$ cat config.mk
export PLATFORM = sky130hd
export DESIGN_NAME = link_frame_decoder
export DESIGN_NICKNAME = d
export VERILOG_FILES = /design/src/design/lfd_pkg.sv /design/src/design/link_frame_decoder.sv /design/src/design/lfd_parser.sv /design/src/design/lfd_emitter.sv
export SDC_FILE = /design/constraint.sdc
export NUM_CORES = 1
export LEC_CHECK = 0
export BUFFER_PORTS_ARGS = -buffer_cell sky130_fd_sc_hd__buf_2
export CORE_UTILIZATION = 61
export DETAILED_ROUTE_END_ITERATION = 10
export PLACE_DENSITY_LB_ADDON = 0.12
export SLEW_MARGIN = 20
export SYNTH_ARGS = -nofsm -noshare
export SYNTH_HDL_FRONTEND = slang
export SYNTH_SLANG_ARGS = --single-unit
$ cat constraint.sdc
create_clock -name clk -period 12.3 [get_ports clk]
set_input_delay 0.615 -clock clk [delete_from_list [all_inputs] [get_ports clk]]
set_output_delay 0.615 -clock clk [all_outputs]
set_load 0.05 [all_outputs]
$ cat src/design/lfd_pkg.sv
// ----------------------------------------------------------------------------
// lfd_pkg: shared types and constants of the link frame decoder
// Register indexes, status codes, CRC-15 byte update, and the record types
// that pass between the frame parser and the result emitter.
// ----------------------------------------------------------------------------
package lfd_pkg;

	localparam int CFG_ADDR_W = 3;
	localparam int CFG_DATA_W = 32;
	localparam int LEN_W      = 5;

	localparam logic [CFG_ADDR_W-1:0] REG_SYNC_BYTE       = 3'd0;
	localparam logic [CFG_ADDR_W-1:0] REG_KNOWN_TYPE_MASK = 3'd1;
	localparam logic [CFG_ADDR_W-1:0] REG_VERSION_MAJOR   = 3'd2;
	localparam logic [CFG_ADDR_W-1:0] REG_MIN_LENGTH      = 3'd3;
	localparam logic [CFG_ADDR_W-1:0] REG_MAX_LENGTH      = 3'd4;

	localparam logic [2:0] ST_OK        = 3'd0;
	localparam logic [2:0] ST_BAD_SYNC  = 3'd1;
	localparam logic [2:0] ST_SHORT     = 3'd2;
	localparam logic [2:0] ST_LEN_RANGE = 3'd3;
	localparam logic [2:0] ST_LEN_MISM  = 3'd4;
	localparam logic [2:0] ST_CRC       = 3'd5;
	localparam logic [2:0] ST_UNK_TYPE  = 3'd6;

	localparam logic [14:0] CRC_POLY = 15'h0F9D;
	localparam logic [14:0] CRC_INIT = 15'h7FFF;

	// sync, version, type, length, role come before the payload
	localparam logic [7:0] PAYLOAD_START  = 8'd5;
	// header plus two CRC bytes
	localparam logic [7:0] FRAME_OVERHEAD = 8'd7;
	// byte count at which the CRC starts being fed from the delay line, version byte first
	localparam logic [7:0] CRC_FEED_START = 8'd3;

	typedef struct packed {
		logic [7:0]  sync_byte;
		logic [31:0] known_type_mask;
		logic [3:0]  version_major;
		logic [4:0]  min_length;
		logic [4:0]  max_length;
	} cfg_t;

	typedef struct packed {
		logic [2:0]       status;
		logic [7:0]       version;
		logic [7:0]       msg_type;
		logic [LEN_W-1:0] payload_length;
		logic [7:0]       sender_role;
		logic             version_mismatch;
		logic [15:0]      crc_received;
		logic [14:0]      crc_computed;
		logic [LEN_W-1:0] count;         // results to emit, at least one
		logic             zero_payload;  // error or empty frame
	} frame_rec_t;

	typedef struct packed {
		logic [2:0]  status;
		logic [7:0]  version;
		logic [7:0]  msg_type;
		logic [4:0]  payload_length;
		logic [7:0]  sender_role;
		logic        version_mismatch;
		logic [15:0] crc_received;
		logic [14:0] crc_computed;
		logic [7:0]  payload_byte;
		logic [3:0]  payload_index;
	} result_t;

	// CRC-15, MSB first, one byte
	function automatic logic [14:0] crc_feed(input logic [14:0] crc_in, input logic [7:0] b);
		logic [14:0] c;
		c = crc_in ^ {b, 7'd0};
		for (int i = 0; i < 8; i++) begin
			if (c[14]) begin
				c = {c[13:0], 1'b0} ^ CRC_POLY;
			end else begin
				c = {c[13:0], 1'b0};
			end
		end
		return c;
	endfunction

endpackage

$ cat src/design/link_frame_decoder.sv
// ----------------------------------------------------------------------------
// link_frame_decoder: framed packet receiver with CRC-15 check
// Parses sync/version/type/length/role/payload/CRC frames byte by byte and
// emits per-payload-byte results for good frames or one status result.
// ----------------------------------------------------------------------------
// One frame byte is taken per cycle while the input is not held. Each byte
// passes an input register, then parsing (header capture, byte-wide CRC-15
// update, frame checks at the end byte) that loads the result sequencer,
// which registers the record that gives the first result of the frame.
// Results leave one per cycle while the output is ready: a good frame gives
// one per payload byte (one for an empty payload), any error one status
// result, last result of a frame marked by tlast. A good frame of L payload
// bytes has L+7 bytes, so good frames back to back do not stall the input
// while the output is ready unless a payload is over seven bytes longer than
// the next frame's. The input waits when a frame end reaches the parser while
// the previous frame's results are still pending: a short or broken frame
// right after a long good one, or results held back by the output side. No
// clearing pass after reset. The user writes the configuration registers via
// cfg_we/cfg_addr/cfg_wdata only while idle; the block does not enforce it.
// ----------------------------------------------------------------------------
module link_frame_decoder #(
	parameter int PAYLOAD_DEPTH     = 16,
	parameter int LONG_LENGTH_LIMIT = 64
) (
	input  logic                           clk,
	input  logic                           arst_n,
	// configuration write port
	input  logic                           cfg_we,
	input  logic [lfd_pkg::CFG_ADDR_W-1:0] cfg_addr,
	input  logic [lfd_pkg::CFG_DATA_W-1:0] cfg_wdata,
	// byte input
	input  logic                           s_axis_tvalid,
	output logic                           s_axis_tready,
	input  logic [7:0]                     s_axis_tdata,  // [7:0] rx_byte
	input  logic                           s_axis_tlast,  // end_of_frame
	// result output
	output logic                           m_axis_tvalid,
	input  logic                           m_axis_tready,
	// [7:0] version, [15:8] msg_type, [20:16] payload_length,
	// [28:21] sender_role, [29] version_mismatch, [45:30] crc_received,
	// [60:46] crc_computed, [68:61] payload_byte, [72:69] payload_index,
	// [79:73] zero
	output logic [79:0]                    m_axis_tdata,
	output logic [2:0]                     m_axis_tuser,  // [2:0] status
	output logic                           m_axis_tlast   // last_result
);

	lfd_pkg::cfg_t       cfg_q;
	lfd_pkg::frame_rec_t rec;
	lfd_pkg::result_t    res;

	logic       s1_valid_q;
	logic [7:0] s1_byte_q;
	logic       s1_eof_q;
	logic       step;
	logic       rec_valid;
	logic       can_load;
	logic [7:0] store [PAYLOAD_DEPTH];

	// configuration registers; writes past the list are dropped
	always_ff @(posedge clk or negedge arst_n) begin
		if (!arst_n) begin
			cfg_q.sync_byte       <= 8'd0;
			cfg_q.known_type_mask <= 32'd0;
			cfg_q.version_major   <= 4'd1;
			cfg_q.min_length      <= 5'd5;
			cfg_q.max_length      <= 5'd16;
		end else if (cfg_we) begin
			case (cfg_addr)
				lfd_pkg::REG_SYNC_BYTE:       cfg_q.sync_byte       <= cfg_wdata[7:0];
				lfd_pkg::REG_KNOWN_TYPE_MASK: cfg_q.known_type_mask <= cfg_wdata[31:0];
				lfd_pkg::REG_VERSION_MAJOR:   cfg_q.version_major   <= cfg_wdata[3:0];
				lfd_pkg::REG_MIN_LENGTH:      cfg_q.min_length      <= cfg_wdata[4:0];
				lfd_pkg::REG_MAX_LENGTH:      cfg_q.max_length      <= cfg_wdata[4:0];
				default: ;
			endcase
		end
	end

	// the held byte moves on unless it ends a frame and the sequencer is full
	assign step          = s1_valid_q && (!s1_eof_q || can_load);
	assign s_axis_tready = !s1_valid_q || step;

	always_ff @(posedge clk or negedge arst_n) begin
		if (!arst_n) begin
			s1_valid_q <= 1'b0;
		end else if (s_axis_tready) begin
			s1_valid_q <= s_axis_tvalid;
		end
	end

	always_ff @(posedge clk) begin
		if (s_axis_tvalid && s_axis_tready) begin
			s1_byte_q <= s_axis_tdata;
			s1_eof_q  <= s_axis_tlast;
		end
	end

	lfd_parser #(
		.PAYLOAD_DEPTH     (PAYLOAD_DEPTH),
		.LONG_LENGTH_LIMIT (LONG_LENGTH_LIMIT)
	) u_parser (
		.clk          (clk),
		.arst_n       (arst_n),
		.cfg          (cfg_q),
		.step         (step),
		.rx_byte      (s1_byte_q),
		.end_of_frame (s1_eof_q),
		.rec_valid    (rec_valid),
		.rec          (rec),
		.store        (store)
	);

	lfd_emitter #(
		.PAYLOAD_DEPTH (PAYLOAD_DEPTH)
	) u_emitter (
		.clk       (clk),
		.arst_n    (arst_n),
		.rec_valid (rec_valid),
		.rec       (rec),
		.store     (store),
		.can_load  (can_load),
		.out_valid (m_axis_tvalid),
		.out_ready (m_axis_tready),
		.res       (res),
		.last      (m_axis_tlast)
	);

	assign m_axis_tuser = res.status;
	assign m_axis_tdata = {7'd0, res.payload_index, res.payload_byte, res.crc_computed,
		res.crc_received, res.version_mismatch, res.sender_role, res.payload_length,
		res.msg_type, res.version};

	a_eof_stall: assert property (@(posedge clk) disable iff (!arst_n)
		s1_valid_q && s1_eof_q && !can_load |-> !s_axis_tready && !rec_valid)
		else $error("frame end passed a full sequencer");

	a_hold_byte: assert property (@(posedge clk) disable iff (!arst_n)
		s1_valid_q && !step |=> s1_valid_q && $stable(s1_byte_q) && $stable(s1_eof_q))
		else $error("held input byte changed while stalled");

	a_rec_step: assert property (@(posedge clk) disable iff (!arst_n)
		rec_valid |-> step && can_load)
		else $error("frame record raised without room");

endmodule

$ cat src/design/lfd_parser.sv
// ----------------------------------------------------------------------------
// lfd_parser: byte-serial frame parser
// Tracks header bytes, payload store and CRC per byte; at frame end runs the
// frame checks and hands a result record plus the payload to the emitter.
// ----------------------------------------------------------------------------
module lfd_parser #(
	parameter int PAYLOAD_DEPTH     = 16,
	parameter int LONG_LENGTH_LIMIT = 64
) (
	input  logic                clk,
	input  logic                arst_n,
	input  lfd_pkg::cfg_t       cfg,
	input  logic                step,
	input  logic [7:0]          rx_byte,
	input  logic                end_of_frame,
	output logic                rec_valid,
	output lfd_pkg::frame_rec_t rec,
	output logic [7:0]          store [PAYLOAD_DEPTH]
);

	localparam int AW = (PAYLOAD_DEPTH > 1) ? $clog2(PAYLOAD_DEPTH) : 1;

	logic [7:0]  count_q;
	logic [14:0] crc_q;
	logic [7:0]  d0_q, d1_q;
	logic [7:0]  first_q, ver_q, typ_q, len_q, role_q;
	logic [7:0]  store_q [PAYLOAD_DEPTH];

	logic [7:0]  first_n, ver_n, typ_n, len_n, role_n, count_n;
	logic [14:0] crc_n, crc_local;
	logic [15:0] crc_field;
	logic [7:0]  pofs;
	logic        pwrite;
	logic [6:0]  hi_len;
	logic [2:0]  status;

	always_comb begin
		first_n = (count_q == 8'd0) ? rx_byte : first_q;
		ver_n   = (count_q == 8'd1) ? rx_byte : ver_q;
		typ_n   = (count_q == 8'd2) ? rx_byte : typ_q;
		len_n   = (count_q == 8'd3) ? rx_byte : len_q;
		role_n  = (count_q == 8'd4) ? rx_byte : role_q;
		count_n = (count_q == 8'hFF) ? count_q : count_q + 8'd1;
		crc_n   = (count_q >= lfd_pkg::CRC_FEED_START) ? lfd_pkg::crc_feed(crc_q, d0_q) : crc_q;
		crc_local = ~crc_n;
		crc_field = {d1_q, rx_byte};
		pofs   = count_q - lfd_pkg::PAYLOAD_START;
		pwrite = (count_q >= lfd_pkg::PAYLOAD_START) && (pofs < 8'(PAYLOAD_DEPTH));
		hi_len = ({2'd0, cfg.max_length} > 7'(PAYLOAD_DEPTH)) ?
			7'(PAYLOAD_DEPTH) : {2'd0, cfg.max_length};
	end

	// checks in priority order
	always_comb begin
		if (count_n < lfd_pkg::FRAME_OVERHEAD) begin
			status = lfd_pkg::ST_SHORT;
		end else if (first_n != cfg.sync_byte) begin
			status = lfd_pkg::ST_BAD_SYNC;
		end else if ({1'b0, len_n} > 9'(LONG_LENGTH_LIMIT)) begin
			status = lfd_pkg::ST_LEN_RANGE;
		end else if ({1'b0, count_n} != {1'b0, lfd_pkg::FRAME_OVERHEAD} + {1'b0, len_n}) begin
			status = lfd_pkg::ST_LEN_MISM;
		end else if (crc_field != {1'b0, crc_local}) begin
			status = lfd_pkg::ST_CRC;
		end else if (len_n < {3'd0, cfg.min_length} || len_n > {1'b0, hi_len}) begin
			status = lfd_pkg::ST_LEN_RANGE;
		end else if (typ_n >= 8'd32 || !cfg.known_type_mask[typ_n[4:0]]) begin
			status = lfd_pkg::ST_UNK_TYPE;
		end else begin
			status = lfd_pkg::ST_OK;
		end
	end

	always_comb begin
		rec_valid = step && end_of_frame;
		rec = '0;
		rec.count = lfd_pkg::LEN_W'(1);
		rec.zero_payload = 1'b1;
		rec.status = status;
		if (status == lfd_pkg::ST_OK) begin
			rec.version          = ver_n;
			rec.msg_type         = typ_n;
			rec.payload_length   = len_n[lfd_pkg::LEN_W-1:0];
			rec.sender_role      = role_n;
			rec.version_mismatch = (ver_n[7:4] != cfg.version_major);
			rec.crc_received     = crc_field;
			rec.crc_computed     = crc_local;
			rec.zero_payload     = (len_n == 8'd0);
			if (len_n != 8'd0) begin
				rec.count = len_n[lfd_pkg::LEN_W-1:0];
			end
		end
	end

	always_ff @(posedge clk or negedge arst_n) begin
		if (!arst_n) begin
			count_q <= '0;
			crc_q   <= lfd_pkg::CRC_INIT;
			d0_q    <= '0;
			d1_q    <= '0;
			first_q <= '0;
			ver_q   <= '0;
			typ_q   <= '0;
			len_q   <= '0;
			role_q  <= '0;
		end else if (step) begin
			if (end_of_frame) begin
				count_q <= '0;
				crc_q   <= lfd_pkg::CRC_INIT;
				d0_q    <= '0;
				d1_q    <= '0;
				first_q <= '0;
				ver_q   <= '0;
				typ_q   <= '0;
				len_q   <= '0;
				role_q  <= '0;
			end else begin
				count_q <= count_n;
				crc_q   <= crc_n;
				d0_q    <= d1_q;
				d1_q    <= rx_byte;
				first_q <= first_n;
				ver_q   <= ver_n;
				typ_q   <= typ_n;
				len_q   <= len_n;
				role_q  <= role_n;
			end
		end
	end

	// payload store, contents undefined until written
	always_ff @(posedge clk) begin
		if (step && pwrite) begin
			store_q[AW'(pofs)] <= rx_byte;
		end
	end

	assign store = store_q;

endmodule

$ cat src/design/lfd_emitter.sv
// ----------------------------------------------------------------------------
// lfd_emitter: result sequencer
// Holds one frame record and its payload copy and walks out one result per
// transfer; a new record may load on the cycle the last result leaves.
// ----------------------------------------------------------------------------
module lfd_emitter #(
	parameter int PAYLOAD_DEPTH = 16
) (
	input  logic                clk,
	input  logic                arst_n,
	input  logic                rec_valid,
	input  lfd_pkg::frame_rec_t rec,
	input  logic [7:0]          store [PAYLOAD_DEPTH],
	output logic                can_load,
	output logic                out_valid,
	input  logic                out_ready,
	output lfd_pkg::result_t    res,
	output logic                last
);

	localparam int AW = (PAYLOAD_DEPTH > 1) ? $clog2(PAYLOAD_DEPTH) : 1;

	logic                      busy_q;
	logic [lfd_pkg::LEN_W-1:0] k_q;
	lfd_pkg::frame_rec_t       rec_q;
	logic [7:0]                buf_q [PAYLOAD_DEPTH];
	logic                      xfer;

	assign last      = (k_q == rec_q.count - lfd_pkg::LEN_W'(1));
	assign xfer      = busy_q && out_ready;
	assign can_load  = !busy_q || (xfer && last);
	assign out_valid = busy_q;

	always_comb begin
		res.status           = rec_q.status;
		res.version          = rec_q.version;
		res.msg_type         = rec_q.msg_type;
		res.payload_length   = rec_q.payload_length;
		res.sender_role      = rec_q.sender_role;
		res.version_mismatch = rec_q.version_mismatch;
		res.crc_received     = rec_q.crc_received;
		res.crc_computed     = rec_q.crc_computed;
		res.payload_byte     = rec_q.zero_payload ? 8'd0 : buf_q[AW'(k_q)];
		res.payload_index    = k_q[3:0];
	end

	always_ff @(posedge clk or negedge arst_n) begin
		if (!arst_n) begin
			busy_q <= 1'b0;
			k_q    <= '0;
		end else if (rec_valid && can_load) begin
			busy_q <= 1'b1;
			k_q    <= '0;
		end else if (xfer) begin
			if (last) begin
				busy_q <= 1'b0;
			end else begin
				k_q <= k_q + lfd_pkg::LEN_W'(1);
			end
		end
	end

	always_ff @(posedge clk) begin
		if (rec_valid && can_load) begin
			rec_q <= rec;
			buf_q <= store;
		end
	end

	a_err_single: assert property (@(posedge clk) disable iff (!arst_n)
		busy_q && rec_q.status != lfd_pkg::ST_OK |-> last && k_q == '0)
		else $error("error frame has more than one result");

	a_index_step: assert property (@(posedge clk) disable iff (!arst_n)
		xfer && !last |=> busy_q && k_q == $past(k_q) + lfd_pkg::LEN_W'(1))
		else $error("payload index did not advance after transfer");

	a_zero_payload: assert property (@(posedge clk) disable iff (!arst_n)
		busy_q && rec_q.zero_payload |-> res.payload_byte == 8'd0)
		else $error("payload byte nonzero on error or empty frame");

endmodule

Word level (Yosys, flattened, before mapping)
Index checks and enable logic that the tools add are counted.
{ "totals": {"register_bits": 475, "input_bits": 49, "output_inout_bits": 86, "elab_cells": 186} }
{ "op_classes": {"addsub": 5, "order_cmp": 13, "eq_ne": 15, "n_mux": 47, "bitwise_logic": 12, "reduce_logical": 33} }
{ "ops": {"columns": ["cell", "count"], "rows": [
  ["two-way mux 8 bit", 18],
  ["bitwise mux 128 bit", 1],
  ["two-way mux 12 bit", 8],
  ["NOT 9 bit", 8],
  ["binary-select mux 8 bit (select 4 bit)", 1],
  ["demux 8 bit (select 4 bit)", 1],
  ["two-way mux 15 bit", 2],
  ["two-way mux 3 bit", 7],
  ["two-way mux 5 bit", 4],
  ["equality test 8 x 2 -> 1 bit (second input constant)", 2],
  ["zero test 8 bit", 2],
  ["!= test 16 x 15 -> 1 bit", 1],
  ["AND reduction 2 bit", 8],
  ["NOT 15 bit", 1],
  ["XOR 15 bit", 1],
  ["greater-or-equal comparator 5 bit (second input constant)", 2],
  ["NOT 4 -> 5 bit", 2],
  ["adder 3 x 8 -> 9 bit (first input constant)", 1],
  ["logical AND 1 bit", 9],
  ["!= test 8 x 9 -> 1 bit", 1],
  ["adder 8 x 1 -> 8 bit (second input constant)", 1],
  ["equality test 8 x 1 -> 1 bit (second input constant)", 1],
  ["equality test 8 x 3 -> 1 bit (second input constant)", 1],
  ["equality test 8 bit (second input constant)", 1],
  ["28 further kinds", 41]
]} }

Depth between registers and ports, before layout
{ "depth": {"word_depth": 27, "depth_mapped": 16, "ltp_nobuf": 13} }

Hierarchy
From an unflattened synthesis, not the netlist that was laid out.
{ "hier_totals": {"cells_unflattened": 1520, "area_unflattened_um2": 21353.0} }
{ "modules_own_cells": {"columns": ["module", "n_inst", "cells_per_inst", "area_per_inst_um2", "seq_area_each_um2"], "rows": [
  ["lfd_parser", 1, 994, 10936.7, 5839.4],
  ["lfd_emitter", 1, 386, 7962.6, 6095.8],
  ["link_frame_decoder", 1, 140, 2453.6, 1651.6]
]} }

Worst setup path before layout
OpenSTA, ideal clock, no wires.
{ "synth_path": {"path_type": "reg2reg", "from": "register u_emitter.rec_q[1] (netlist bit)", "to": "register u_emitter.buf_q[0] (netlist bit) (enable)", "setup_time_ns": 0.768, "t_arrival_ns": 10.112, "required_time_ns": 11.532, "slack_ns": 1.420, "path_stages_with_launch": 10, "n_path_buf": 0, "synth_period_minus_slack_ns": 10.880, "cell_sequence": "edfxtp_1 inv_1 ha_1 nand2b_1 o211a_1 o31ai_1 nand4_1 o211ai_1 nand2_1 nor2_1"} }
{ "synth_between": {"elab_chain_cells": 8} }
{ "synth_lines": {"columns": ["item", "line_no", "source"], "rows": [
  ["start: declaration", "lfd_emitter.sv:25", "lfd_pkg::frame_rec_t rec_q;"],
  ["start signal: assignment", "lfd_emitter.sv:65", "rec_q <= rec;"],
  ["subtractor 5 x 1 -> 5 bit (*)", "lfd_emitter.sv:29", "assign last = (k_q == rec_q.count - lfd_pkg::LEN_W'(1));"],
  ["equality test 5 bit (*)", "lfd_emitter.sv:29", null],
  ["logical AND 1 bit (*)", "lfd_emitter.sv:31", "assign can_load = !busy_q || (xfer && last);"],
  ["logical OR 1 bit (*)", "lfd_emitter.sv:31", null],
  ["logical OR 1 bit", "link_frame_decoder.sv:81", "assign step = s1_valid_q && (!s1_eof_q || can_load);"],
  ["logical AND 1 bit", "link_frame_decoder.sv:81", null],
  ["logical AND 1 bit", "lfd_parser.sv:75", "rec_valid = step && end_of_frame;"],
  ["logical AND 1 bit (*)", "lfd_emitter.sv:64", "if (rec_valid && can_load) begin"],
  ["end signal: assignment", "lfd_emitter.sv:66", "buf_q <= store;"],
  ["end: declaration", "lfd_emitter.sv:26", "logic [7:0] buf_q [PAYLOAD_DEPTH];"]
]} }
Every way passes the cells marked *; elsewhere a longest branch is shown, timed or not.
A chain may end at the register's enable or synchronous reset.

Final worst setup path
{ "layout_path": {"from": "register u_parser.count_q[1]", "to": "register u_emitter.rec_q, in the netlist u_emitter.res[20], data pin"} }
{ "layout_between": {"elab_cells_between_ends": 34, "cone_classes": "add/sub (2); order compare (6); eq/ne (6); mux (14); bitwise (1); reduce/logical (5)"} }
{ "layout_rtl": {"columns": ["item", "line_no", "source"], "rows": [
  ["start: declaration", "lfd_parser.sv:23", "logic [7:0] count_q;"],
  ["start signal: assignment", "lfd_parser.sv:118", "count_q <= count_n;"],
  ["equality test 8 x 2 -> 1 bit (*)", "lfd_parser.sv:41", "len_n = (count_q == 8'd3) ? rx_byte : len_q;"],
  ["two-way mux 8 bit (*)", "lfd_parser.sv:41", null],
  ["net u_parser.len_n[4]", "lfd_parser.sv:29", "logic [7:0] first_n, ver_n, typ_n, len_n, role_n, count_n;"],
  ["parallel branches: the longest is 5 deep, another holds adder 3 x 8 -> 9 bit", null, null],
  ["two-way mux 3 bit (*)", "lfd_parser.sv:59", "end else if ({1'b0, len_n} > 9'(LONG_LENGTH_LIMIT)) begin"],
  ["two-way mux 3 bit (*)", "lfd_parser.sv:57", "end else if (first_n != cfg.sync_byte) begin"],
  ["two-way mux 3 bit (*)", "lfd_parser.sv:55", "if (count_n < lfd_pkg::FRAME_OVERHEAD) begin"],
  ["zero test 3 bit (*)", "lfd_parser.sv:80", "if (status == lfd_pkg::ST_OK) begin"]
]} }
Mark *: on every way through the listed nets, which the timed path passes. The select of a mux whose other input is x is not followed.

==> results.cfg <==
[global_routing]
grt-ovfl-total = 0
antenna_found_initial = 4
grt_pass1_wl_um = 73000
grt.total_usage_pct = 27.4
grt_pass1_vias = 12272
grt_max_degree = 204

[synth]
synthFlopType = edfxtp_1
yosysWarnings = 0
synth_top_area_share_pct = 46.9
synth_cell_types = 89
yosysTopAreaCell = edfxtp_1
synthesis.area_mm2 = 0.0214
seq_area_frac_synth_pct = 63.3
avgSynthCellArea_um2 = 14.4
synthArstFlopShare_pct = 29.5
syn_inst = 1491
yosys-top-cells-area = edfxtp_1 47%, dfrtp_1 14%, mux4_2 4.2%
ys_ff_latch = 475
synth_edf_count = 335

[worst_setup_path]
reg2reg_depth = 14
cpPeakStageDelay_ns = 0.54
crit_chain = ha_1 -> nor3b_1 -> nand2_2 -> mux2i_1 -> inv_1 -> ha_1 -> a21oi_1 -> a21oi_1 -> a211oi_1 -> o211ai_1 -> and4b_1 -> nand4_2 -> buf_4 -> a2111oi_2
end_kind = register
cpMaxStageDelayCell = mux2i_1
cp.arrival_ns = 5.80
cpLargestDelayFamily = simple AND/OR/NAND/NOR gates
critPathKind = reg -> reg
worstPathMaxFanout = 32
path_depth = 14
critPathBufInv = 2
cp-start-kind = register
cp.required_ns = 12.68

[sta]
tns_ns = 0
fmax_ghz = 0.185
tightest_slew_ns = 1.14
finalWorstSetupSlack_ns = 6.88
fin_skew_ns = 0.0287
fin_crit_ns = 5.42
finalCritPeriodShare_pct = 44.1
drv_slew = 0
rsz0062_at_grt = false
setup_viol = 0
slew-limit-headroom_pct = 23.6
finalHoldViolations = 0

[final_layout]
drive_gt1_share_pct = 24.2
post-route-util_pct = 68.1
area_growth_syn_to_layout_pct = 9.74
fill_cells = 2467
fin_nets = 1603
antenna-diode-count = 0

[power]
max-vdd-ir-drop_v = 0.000209
internal-power_mw = 4.04
clkPwrFrac_pct = 21.3
power_frac_comb_pct = 45.3
fin_total_pwr_mw = 6.65
powerDensity_mw_per_mm2 = 282
seq_power_share_pct = 33.4
swShare_pct = 39.2
power.switching_mw = 2.61
leakagePower_nw = 8.92

[die]
initial_utilization_pct = 62.1
die_h_um = 190
rows = 68
io_pins = 135
coreArea_mm2 = 0.0345
die-area_mm2 = 0.0359
die_x_um = 190

[clock_network]
cts_tree = built
cts_htree_levels = 2
path_clk_slew_ns = 0.07
clk_path_buf_depth = 3
cts-root-buf = clkbuf_16
cts_setup_buffers = 0
clock_latency_ns = 0.58
cts_resized = 0
hold_buffers = 0
numCtsBuffers = 47
cts_sinks = 475

[detailed_routing]
ant_nets = 0
drtIter0Drc = 1053
drcViolationCount = 0
dr.pass1.iters = 5
avgViaCountPerCell = 6.08
dr_total_vias = 12346
wl_per_cell_um = 23.6
wirelength_um = 47900

[run_status]
status = complete, no violations

[placement]
hpwl_um = 29300
post-place-ws_ns = 6.98
gp_congestion = 0.887
numPortBuffers = 127

[run]
cap_violations = 0

[hold_path]
hold_class = in -> async
power groups by stage:
stage	combinational, mW	sequential, mW	clock (mW)
floorplan	2.41	2.18	0
global placement	2.92	2.23	0
detailed placement	2.97	2.24	0
CTS	2.99	2.22	1.44
global route	3.24	2.25	1.50
finish	3.01	2.22	1.41
synth_stat cells (5+ instances only):
| cell | number |
|---|---|
| edfxtp_1 | 335 |
| nor4_1 | 6 |
| and2_1 | 6 |
| buf_4 | 77 |
| dfstp_2 | 19 |
| nor2_1 | 71 |
| nor2b_1 | 14 |
| ha_1 | 15 |
| xnor2_2 | 6 |
| mux4_2 | 40 |
| xnor2_1 | 45 |
| and3_1 | 26 |
| a2111oi_0 | 6 |
| a22o_1 | 39 |
| dfrtp_1 | 121 |
| a211oi_1 | 7 |
| mux2_2 | 54 |
| a21oi_1 | 47 |
| mux2i_1 | 43 |
| o21ai_1 | 5 |
| nand2_1 | 78 |
| a31oi_1 | 13 |
| o21a_1 | 5 |
| o21ai_0 | 54 |
| nand2b_1 | 10 |
| nor3_1 | 54 |
| o211ai_1 | 6 |
| xor2_1 | 25 |
| clkbuf_1 | 52 |
| nand4_1 | 14 |
| nand3_1 | 26 |
| a221oi_1 | 7 |
| xnor3_1 | 16 |
| xnor2_4 | 6 |
| buf_2 | 16 |
| buf_1 | 13 |
| inv_1 | 24 |
path summary, 6_finish.rpt:
kind | slack [ns] | startpoint | end
worst max-delay path | 6.88 | u_parser.count_q[1]$_DFFE_PN0P_ | u_emitter.res[20]$_SDFFCE_PP0P_
worst min-delay path | 0.04 | arst_n | u_parser.d0_q[3]$_DFFE_PN0P_
worst max register to register | 6.88 | u_parser.count_q[1]$_DFFE_PN0P_ | u_emitter.res[20]$_SDFFCE_PP0P_
worst min register to register | 0.42 | u_parser.store[39]$_DFFE_PP_ | u_emitter.buf_q[39]$_DFFE_PP_
max in group asynchronous | 10.87 | arst_n | cfg_q[25]$_DFFE_PN0P_
min in group clk | 0.21 | s_axis_tdata[2] | s1_byte_q[2]$_DFFE_PP_
state kept, by name, summed over array words and instances (netlist names):
name                 cells
u_emitter.res           64
u_parser.count_q         8
u_parser.ver_q           8
cfg_q                   54
s1_byte_q                8
u_parser.d0_q            8
u_parser.d1_q            8
u_emitter.buf_q        128
u_parser.typ_q           8
u_parser.len_q           8
s1_eof_q                 1
u_emitter.rec_q          6
u_emitter.k_q            5
u_parser.first_q         8
s1_valid_q               1
u_parser.role_q          8
u_emitter.out_valid      1
u_parser.crc_q          15
u_parser.store         128
metrics by stage:
| stage | instances | area (um2) | hold WS (ns) |
|---|---|---|---|
| after global placement | 1944 | 22000 | 0.400 |
| after global routing | 2032 | 23500 | 0.109 |
| final | 2032 | 23500 | 0.0418 |
| after detailed placement | 1944 | 22000 | 0.405 |
| after floorplan | 1501 | 21500 | 0.319 |
| after CTS | 2031 | 23500 | 0.0722 |
layer usage:
metal,part of all wire (%),GRT usage (%),up-vias
li1,-,-,5623
met1,43,38.3,6156
met2,47,43.3,468
met3,6.5,4.69,99
met4,3.3,10.7,0
met5,0,0,-
cells by family after synthesis:
| family | synth area share, % |
|---|---|
| DFF | 63.3 |
| and+or+nand+nor | 8.51 |
| AOI/OAI and AO/OA | 7.25 |
| buffers and inverters | 4.75 |
| muxes | 9.16 |
| xor gates and xnor gates | 6.10 |
| adders and majority gates | 0.875 |
| other | 0.0175 |
cell type report:
| cell class | count | area, um2 | area share [%] |
|---|---|---|---|
| clock inverters | 32 | 294 | 1.25 |
| repair buffers | 149 | 840 | 3.57 |
| flip-flops and latches | 475 | 13600 | 57.7 |
| clock buffers | 55 | 1240 | 5.25 |
| multi-input cells | 841 | 6920 | 29.4 |
| well taps | 455 | 569 | 2.42 |
| inverters | 25 | 93.8 | 0.399 |
cell usage in the layout (no fill, tap or decap), types with 45 or more instances in the layout:
master,count
dfrtp_1,120
nor3_1,54
buf_2,126
clkbuf_16,47
xnor2_1,45
nor2_1,69
a21oi_1,47
mux2_2,54
edfxtp_1,335
o21ai_0,54
nand2_1,78
(Power assumes the default switching activity.)
